--- config.mk ---
export PLATFORM = sky130hd
export DESIGN_NAME = lwe_bit_decrypt_packer
export DESIGN_NICKNAME = d
export VERILOG_FILES = /design/src/rtl/lbdp_pkg.sv /design/src/rtl/lbdp_modred.sv /design/src/rtl/lbdp_secret_mem.sv /design/src/rtl/lbdp_accum_decode.sv /design/src/rtl/lwe_bit_decrypt_packer.sv
export VERILOG_INCLUDE_DIRS = /design/src /design/src/rtl
export SDC_FILE = /design/constraint.sdc
export NUM_CORES = 2
export LEC_CHECK = 0
export BUFFER_PORTS_ARGS = -buffer_cell sky130_fd_sc_hd__buf_2
export CORE_MARGIN = 3
export CORE_UTILIZATION = 60
export DETAILED_ROUTE_END_ITERATION = 16
export PLACE_DENSITY_LB_ADDON = 0.12
export SYNTH_ARGS = -nofsm -noshare
export SYNTH_HDL_FRONTEND = slang
export SYNTH_SLANG_ARGS = --single-unit
--- constraint.sdc ---
create_clock -name clk -period 9.84 [get_ports clk]
set_input_delay 1.476 -clock clk [delete_from_list [all_inputs] [get_ports clk]]
set_output_delay 1.476 -clock clk [all_outputs]
set_load 0.005 [all_outputs]
--- src/rtl/lwe_bit_decrypt_packer_macros.svh ---
// Assertion macros for the LWE bit decrypt packer.
// No dependencies; included by the top level only.
`ifndef LWE_BIT_DECRYPT_PACKER_MACROS_SVH
`define LWE_BIT_DECRYPT_PACKER_MACROS_SVH
`ifndef NO_ASSERTIONS
// Same-cycle implication, disabled during reset.
`define LBDP_ASSERT_NOW(label, clk, rst, ante, cons) \
  label: assert property (@(posedge clk) disable iff (rst) (ante) |-> (cons)) \
    else $error("%m: check failed");
// Next-cycle implication, disabled during reset.
`define LBDP_ASSERT_NEXT(label, clk, rst, ante, cons) \
  label: assert property (@(posedge clk) disable iff (rst) (ante) |=> (cons)) \
    else $error("%m: check failed");
`else
`define LBDP_ASSERT_NOW(label, clk, rst, ante, cons)
`define LBDP_ASSERT_NEXT(label, clk, rst, ante, cons)
`endif
`endif

--- src/rtl/lbdp_pkg.sv ---
// Shared types and constants for the LWE bit decrypt packer.
// No dependencies; imported by the top level and the decode stage.
package lbdp_pkg;

  localparam int CMD_W   = 2;
  localparam int INDEX_W = 5;
  localparam int DATA_W  = 20;

  localparam logic [CMD_W-1:0] CMD_LOAD   = 2'd0;
  localparam logic [CMD_W-1:0] CMD_ACCUM  = 2'd1;
  localparam logic [CMD_W-1:0] CMD_FINISH = 2'd2;

  // Control that travels down the pipeline beside each word.
  typedef struct packed {
    logic             valid;
    logic [CMD_W-1:0] command;
    logic             idx_ok;
  } ctl_t;

endpackage

--- src/rtl/lbdp_modred.sv ---
// Three-stage reduction modulo a constant by reciprocal multiply and correction.
// No dependencies; instantiated twice by the top level.
module lbdp_modred #(
  parameter int IN_W    = 20,
  parameter int MODULUS = 2000,
  parameter int MW      = 11
) (
  input  logic            clk,
  input  logic            en,
  input  logic [IN_W-1:0] x,
  output logic [MW-1:0]   r
);

  localparam longint unsigned RECIP = (64'd1 << IN_W) / MODULUS;
  localparam int RW = $clog2(RECIP + 1);
  localparam int PW = IN_W + RW;
  localparam int QW = RW + MW + 1;
  localparam logic [RW-1:0]   RECIP_C = RW'(RECIP);
  localparam logic [MW:0]     MOD_C   = (MW + 1)'(MODULUS);
  localparam logic [IN_W-1:0] M1      = IN_W'(MODULUS);
  localparam logic [IN_W-1:0] M2      = IN_W'(2 * MODULUS);

  logic [IN_W-1:0] x1;
  logic [IN_W-1:0] x2;
  logic [PW-1:0]   p1;
  logic [IN_W-1:0] qm2;
  logic [RW-1:0]   q_est;
  logic [QW-1:0]   qm_full;
  logic [IN_W-1:0] rem;
  logic [MW-1:0]   r_next;

  // Quotient estimate falls short by at most one, so the remainder is below 2*MODULUS.
  assign q_est   = RW'(p1 >> IN_W);
  assign qm_full = QW'(q_est) * QW'(MOD_C);
  assign rem     = x2 - qm2;

  always_comb begin
    priority if (rem >= M2) begin
      r_next = MW'(rem - M2);
    end else if (rem >= M1) begin
      r_next = MW'(rem - M1);
    end else begin
      r_next = MW'(rem);
    end
  end

  always_ff @(posedge clk) begin
    if (en) begin
      x1  <= x;
      p1  <= PW'(x) * PW'(RECIP_C);
      x2  <= x1;
      qm2 <= IN_W'(qm_full);
      r   <= r_next;
    end
  end

endmodule

--- src/rtl/lbdp_secret_mem.sv ---
// Secret coefficient store: one write port, one registered read port.
// No dependencies; instantiated by the top level.
module lbdp_secret_mem #(
  parameter int DEPTH = 30,
  parameter int AW    = 5,
  parameter int MW    = 11
) (
  input  logic          clk,
  input  logic          en,
  input  logic          wr_en,
  input  logic [AW-1:0] addr,
  input  logic [MW-1:0] wr_data,
  output logic [MW-1:0] rd_data
);

  logic [MW-1:0] mem [DEPTH];

  always_ff @(posedge clk) begin
    if (en && wr_en) begin
      mem[addr] <= wr_data;
    end
  end

  // Hold the read data while the pipeline is frozen.
  always_ff @(posedge clk) begin
    if (en) begin
      rd_data <= mem[addr];
    end
  end

endmodule

--- src/rtl/lbdp_accum_decode.sv ---
// Running sum, threshold decode, byte packer and result register.
// Depends on lbdp_pkg for the control struct and command codes.
module lbdp_accum_decode import lbdp_pkg::*; #(
  parameter int MODULUS = 2000,
  parameter int MW      = 11
) (
  input  logic          clk,
  input  logic          rst,
  input  logic          en,
  input  ctl_t          ctl,
  input  logic [MW-1:0] prod_red,
  input  logic [MW-1:0] tail,
  input  logic          result_ready,
  output logic          result_valid,
  output logic          plain_bit,
  output logic          byte_complete,
  output logic [7:0]    message_byte
);

  localparam logic [MW:0] MOD_C    = (MW + 1)'(MODULUS);
  localparam logic [MW:0] LO_C     = (MW + 1)'(MODULUS / 4);
  localparam logic [MW:0] HI_C     = (MW + 1)'((3 * MODULUS) / 4);
  localparam logic [2:0]  LAST_BIT = 3'd7;

  logic [MW-1:0] sum;
  logic [MW:0]   acc_raw;
  logic [MW-1:0] sum_add;
  logic [MW:0]   diff_raw;
  logic [MW:0]   diff;
  logic          bit_dec;
  logic [2:0]    bit_count;
  logic [7:0]    byte_shift;
  logic [7:0]    shift_next;
  logic          last_bit;
  logic          is_acc;
  logic          is_fin;

  assign is_acc = ctl.valid && (ctl.command == CMD_ACCUM) && ctl.idx_ok;
  assign is_fin = ctl.valid && (ctl.command == CMD_FINISH);

  assign acc_raw = {1'b0, sum} + {1'b0, prod_red};
  assign sum_add = (acc_raw >= MOD_C) ? MW'(acc_raw - MOD_C) : acc_raw[MW-1:0];

  // Wrap a negative difference back into range.
  assign diff_raw = {1'b0, tail} - {1'b0, sum};
  assign diff     = diff_raw[MW] ? (diff_raw + MOD_C) : diff_raw;
  assign bit_dec  = (diff > LO_C) && (diff < HI_C);

  assign shift_next = {byte_shift[6:0], bit_dec};
  assign last_bit   = (bit_count == LAST_BIT);

  always_ff @(posedge clk) begin
    if (rst) begin
      sum          <= '0;
      bit_count    <= '0;
      byte_shift   <= '0;
      result_valid <= 1'b0;
    end else begin
      if (en && is_acc) begin
        sum <= sum_add;
      end else if (en && is_fin) begin
        sum <= '0;
      end
      if (en && is_fin) begin
        bit_count    <= bit_count + 3'd1;
        byte_shift   <= last_bit ? 8'd0 : shift_next;
        result_valid <= 1'b1;
      end else if (result_ready) begin
        result_valid <= 1'b0;
      end
    end
  end

  always_ff @(posedge clk) begin
    if (en && is_fin) begin
      plain_bit     <= bit_dec;
      byte_complete <= last_bit;
      message_byte  <= last_bit ? shift_next : 8'd0;
    end
  end

endmodule

--- src/rtl/lwe_bit_decrypt_packer.sv ---
// Top level of the LWE bit decrypt packer: pipeline control and assembly.
// Depends on lbdp_pkg, lbdp_modred, lbdp_secret_mem, lbdp_accum_decode and
// lwe_bit_decrypt_packer_macros.svh.
//
// Usage:
//   Input channel (valid/ready): one command word per handshake carrying
//   command, index and data_value. Load writes a secret coefficient,
//   accumulate adds secret[index] * data_value into the running sum mod
//   MODULUS, finish decodes one message bit from the column tail value.
//   Output channel (result_valid/result_ready): one word per finish command,
//   with plain_bit, byte_complete and message_byte (zero unless complete).
//   Throughput: unless frozen, one command word per cycle; every stage takes a
//   new word each cycle, as the pipeline, nine register stages deep in places,
//   never loops. The secret memory is written and read in the same stage, so a
//   load followed at once by an accumulate of the same entry sees the value.
//   Stall: the output register parts the two sides. The pipeline freezes only
//   when a finish word reaches the last stage while the output register still
//   holds an untaken word; load and accumulate words keep flowing otherwise.
//   Reset: clears the pipeline valid bits, running sum, bit count and partial
//   byte. The secret store is not cleared; load an entry before using it.
`include "lwe_bit_decrypt_packer_macros.svh"
module lwe_bit_decrypt_packer import lbdp_pkg::*; #(
  parameter int DIMENSION = 30,
  parameter int MODULUS   = 2000
) (
  input  logic               clk,
  input  logic               rst,
  input  logic               valid,
  output logic               ready,
  input  logic [CMD_W-1:0]   command,
  input  logic [INDEX_W-1:0] index,
  input  logic [DATA_W-1:0]  data_value,
  output logic               result_valid,
  input  logic               result_ready,
  output logic               plain_bit,
  output logic               byte_complete,
  output logic [7:0]         message_byte
);

  localparam int MW    = $clog2(MODULUS);
  localparam int PW    = 2 * MW;
  localparam int DEPTH = (DIMENSION < (2 ** INDEX_W)) ? DIMENSION : (2 ** INDEX_W);
  localparam int AW    = (DEPTH > 1) ? $clog2(DEPTH) : 1;

  logic          en;
  ctl_t          ctl_in;
  ctl_t          ctl_q  [8];
  logic [AW-1:0] addr_q [3];
  logic [MW-1:0] red_data;
  logic [MW-1:0] secret_rd;
  logic [MW-1:0] data4;
  logic [PW-1:0] prod5;
  logic [MW-1:0] tail_q [4];
  logic [MW-1:0] prod_red;
  logic          mem_wr;

  // Freeze everything only when a finish word would overwrite a held result.
  assign en = !(result_valid && !result_ready && ctl_q[7].valid &&
                (ctl_q[7].command == CMD_FINISH));
  assign ready = en;

  assign ctl_in.valid   = valid;
  assign ctl_in.command = command;
  assign ctl_in.idx_ok  = (int'(index) < DIMENSION);

  always_ff @(posedge clk) begin
    if (rst) begin
      for (int i = 0; i < 8; i++) begin
        ctl_q[i] <= '0;
      end
    end else if (en) begin
      ctl_q[0] <= ctl_in;
      for (int i = 1; i < 8; i++) begin
        ctl_q[i] <= ctl_q[i-1];
      end
    end
  end

  // Payload path: address to the memory stage, reduced operand and tail onward.
  always_ff @(posedge clk) begin
    if (en) begin
      addr_q[0] <= index[AW-1:0];
      addr_q[1] <= addr_q[0];
      addr_q[2] <= addr_q[1];
      data4     <= red_data;
      prod5     <= PW'(secret_rd) * PW'(data4);
      tail_q[0] <= data4;
      for (int i = 1; i < 4; i++) begin
        tail_q[i] <= tail_q[i-1];
      end
    end
  end

  // Reduce the incoming operand; ready at the memory stage.
  lbdp_modred #(
    .IN_W    (DATA_W),
    .MODULUS (MODULUS),
    .MW      (MW)
  ) u_data_red (
    .clk (clk),
    .en  (en),
    .x   (data_value),
    .r   (red_data)
  );

  assign mem_wr = ctl_q[2].valid && (ctl_q[2].command == CMD_LOAD) && ctl_q[2].idx_ok;

  lbdp_secret_mem #(
    .DEPTH (DEPTH),
    .AW    (AW),
    .MW    (MW)
  ) u_secret (
    .clk     (clk),
    .en      (en),
    .wr_en   (mem_wr),
    .addr    (addr_q[2]),
    .wr_data (red_data),
    .rd_data (secret_rd)
  );

  // Reduce the product; aligned with the last control stage.
  lbdp_modred #(
    .IN_W    (PW),
    .MODULUS (MODULUS),
    .MW      (MW)
  ) u_prod_red (
    .clk (clk),
    .en  (en),
    .x   (prod5),
    .r   (prod_red)
  );

  lbdp_accum_decode #(
    .MODULUS (MODULUS),
    .MW      (MW)
  ) u_decode (
    .clk           (clk),
    .rst           (rst),
    .en            (en),
    .ctl           (ctl_q[7]),
    .prod_red      (prod_red),
    .tail          (tail_q[3]),
    .result_ready  (result_ready),
    .result_valid  (result_valid),
    .plain_bit     (plain_bit),
    .byte_complete (byte_complete),
    .message_byte  (message_byte)
  );

  // Input backpressure only comes from a held, untaken result.
  `LBDP_ASSERT_NOW(a_stall_cause, clk, rst, !ready, result_valid && !result_ready)
  // A stall keeps the held result visible next cycle.
  `LBDP_ASSERT_NEXT(a_stall_holds, clk, rst, !ready, result_valid)
  // A partial byte never leaks onto message_byte.
  `LBDP_ASSERT_NOW(a_byte_zero, clk, rst, result_valid && !byte_complete,
                   message_byte == 8'd0)
  // The completing bit is the low bit of the packed byte.
  `LBDP_ASSERT_NOW(a_byte_lsb, clk, rst, result_valid && byte_complete,
                   message_byte[0] == plain_bit)

endmodule
==> impl_metrics.toml <==
[status]
status = "finished, final reports clean"

[global_route]
grt_max_degree = 144
grt_pass1_vias = 23200
grt_pass1_wl_mm = 124
antenna_found_initial = 0
overflow = 0
grt_use_total_pct = 23.6

[synthesis]
syn_area_um2 = 38300
synth_top_area_share_pct = 49.9
synth_edf_count = 637
yosysSeqAreaShare_pct = 51.1
synth_top_cell_by_area = "edfxtp_1"
async_flop_share_pct = 0
synth_flop_cell = "edfxtp_1"
synth.top_cells.by_count = "edfxtp_1 (637), inv_1 (421), ha_1 (377)"
ys_ff_latch = 659
synth_warnings = 0
yosys-top-cells-area = "edfxtp_1 (50%), ha_1 (12%), fa_1 (10%)"
synth.most_common_cell = "edfxtp_1"
synthCells = 2864
synthesis.nets = 3468
synth_cell_types = 83
syn_area_per_cell_um2 = 13.4

[cells_and_area]
fillers = 4598
multi_input_area_um2 = 16900
diodes = 0
stdcell_count = 3829
seqCellArea_um2 = 19600
synthToLayoutAreaGrowth_pct = 9.35
drive_above_1_share_pct = 9.08
nNetsFinal = 3529

[sta]
min_period_over_period_pct = 59.0
slew_headroom_pct = 13.8
hold_viol = 0
max_freq_mhz = 172
min_period_ns = 5.80
maxSlewViolCount = 0
hold_slack_ns = 0.398
setup_ws_ns = 4.04
fin_skew_ns = 0.0310
finalSetupViolCount = 0
tightestPinTransition_ns = 1.29
tns_ns = 0
rsz0062_at_grt = "no"

[clock_network]
cts_resized = 0
cts_setup_buffers = 0
cts_tree = "built"
cts.path.max_buffers = 3
cts_hold_buffers = 0
cts_max_level = 3
clkSinkCount = 659
cts_root_buf = "clkbuf_16"
clk_latency_ns = 0.63
clkTransAtPathRegs_ns = 0.06
cts_buffers = 74

[floorplanning]
core_um2 = 63100
io_pins = 43
row_count = 92
die_h_um = 259
dieArea_um2 = 66900
start_util_pct = 60.8
die_width_um = 259

[drt]
first_pass_iters = 5
wirelength_mm = 75.8
via_per_inst = 5.76
num_vias = 22100
first_iter_violations = 1487
routedWlPerCell_um = 19.8
drc = 0
ant_nets = 0

[min_path]
min_path_cells = 0
hold_path_class = "reg2reg"

[placed_design]
dpl.cell_count = 3695
place_congestion = 0.872
port_buffers = 42
dp_hpwl_mm = 53.3
dpl_worst_slack_ns = 4.09

[worst_setup_path]
r2r_cells = 16
crit_required_ns = 10.19
worstSetupStartpointType = "flop"
arrival_ns = 6.15
cp_max_fo = 11
cp-end-kind = "flop"
critPathKind = "reg2reg"

[flow_run]
max_cap_viol_count = 0
## per-stage QoR
| stage | cell area (um^2) | util, % |
|---|---|---|
| 4_1_cts | 41900 | 66.4 |
| 3_5_place_dp | 39500 | 62.5 |
| 5_1_grt | 41900 | 66.4 |
| 3_3_place_gp | 39500 | 62.5 |
| 6_report | 41900 | 66.4 |
| 2_1_floorplan | 38300 | - |
## state kept, by name, summed over array words and instances, names as in the netlist, 15 cells and up
name	cells
u_secret.mem	330
u_prod_red.qm2	18
tail_q	44
u_data_red.x2	20
u_prod_red.x2	22
prod5	22
u_prod_red.p1	16
u_data_red.x1	20
u_data_red.qm2	16
addr_q	15
ctl_q	32
u_prod_red.x1	18
## cell usage in the layout, fill, tap and decap left out, drive strengths merged, types with 17 or more instances in the layout
| master | count |
|---|---|
| mux4 | 77 |
| a22oi | 34 |
| nand4 | 17 |
| nand2 | 130 |
| nor2b | 21 |
| edfxtp | 637 |
| clkbuf | 85 |
| dfxtp | 22 |
| a21oi | 91 |
| clkinv | 37 |
| xor2 | 26 |
| buf | 52 |
| inv | 422 |
| nand3 | 34 |
| nor2 | 137 |
| ha | 377 |
| fa | 196 |
| xnor2 | 88 |
| o21ai | 62 |
| a21o | 23 |
| nor3 | 38 |
| and2 | 116 |
## cells by family (layout without fill, tap and decap cells)
group                      count (synthesis)  in the layout  share of synthesized area (%)
DFF                                      659            659                           51.1
and+or+nand+nor                          582            582                           7.82
adders and majority gates                573            573                           22.5
AOI/OAI and AO/OA                        353            353                           6.18
xor gates and xnor gates                 114            114                           2.61
muxes                                     95             95                           5.01
buffers and inverters                    488            607                           4.78
## layer usage
metal  global-route usage, %  share of wire, %  vias to the layer above
met3                    2.86               3.9                      134
met1                    30.8                42                    11100
met4                    7.67               2.9                        0
li1                        -                 -                    10300
met5                       0                 0                        -
met2                    41.3                51                      489
## final timing paths
check | to | start | slack (ns)
hold reg to reg | u_prod_red.x2[19]$_DFFE_PN_ | u_prod_red.x1[19]$_DFFE_PN_ | 0.40
hold / removal | u_prod_red.x2[19]$_DFFE_PN_ | u_prod_red.x1[19]$_DFFE_PN_ | 0.40
setup / recovery | prod5[21]$_DFFE_PN_ | u_secret.rd_data[5]$_DFFE_PN_ | 4.04
setup reg to reg | prod5[21]$_DFFE_PN_ | u_secret.rd_data[5]$_DFFE_PN_ | 4.04
## critical path, stage by stage (launching register included)
cell and delay, ns:
edfxtp_1 0.60, and2_1 0.28, fa_1 0.55, fa_1 0.44, fa_1 0.52, fa_1 0.57, inv_1 0.06, fa_1 0.53
inv_1 0.04, ha_1 0.37, and3_1 0.21, a21oi_1 0.10, o21ai_0 0.17, o41a_1 0.37, a41o_1 0.27, o41ai_1 0.31
xnor2_1 0.14
## final cells by class
class	instances	share of cell area (%)
flip-flops and latches	659	46.7
clock inverters	49	1.34
well taps	846	2.53
repair buffers	52	0.711
multi-input cells	1717	40.4
clock buffers	85	4.52
inverters	421	3.79
Power is left out: the tool's default activity adds up to more than one toggle a clock period on the data nets, which glitch-free logic cannot reach.
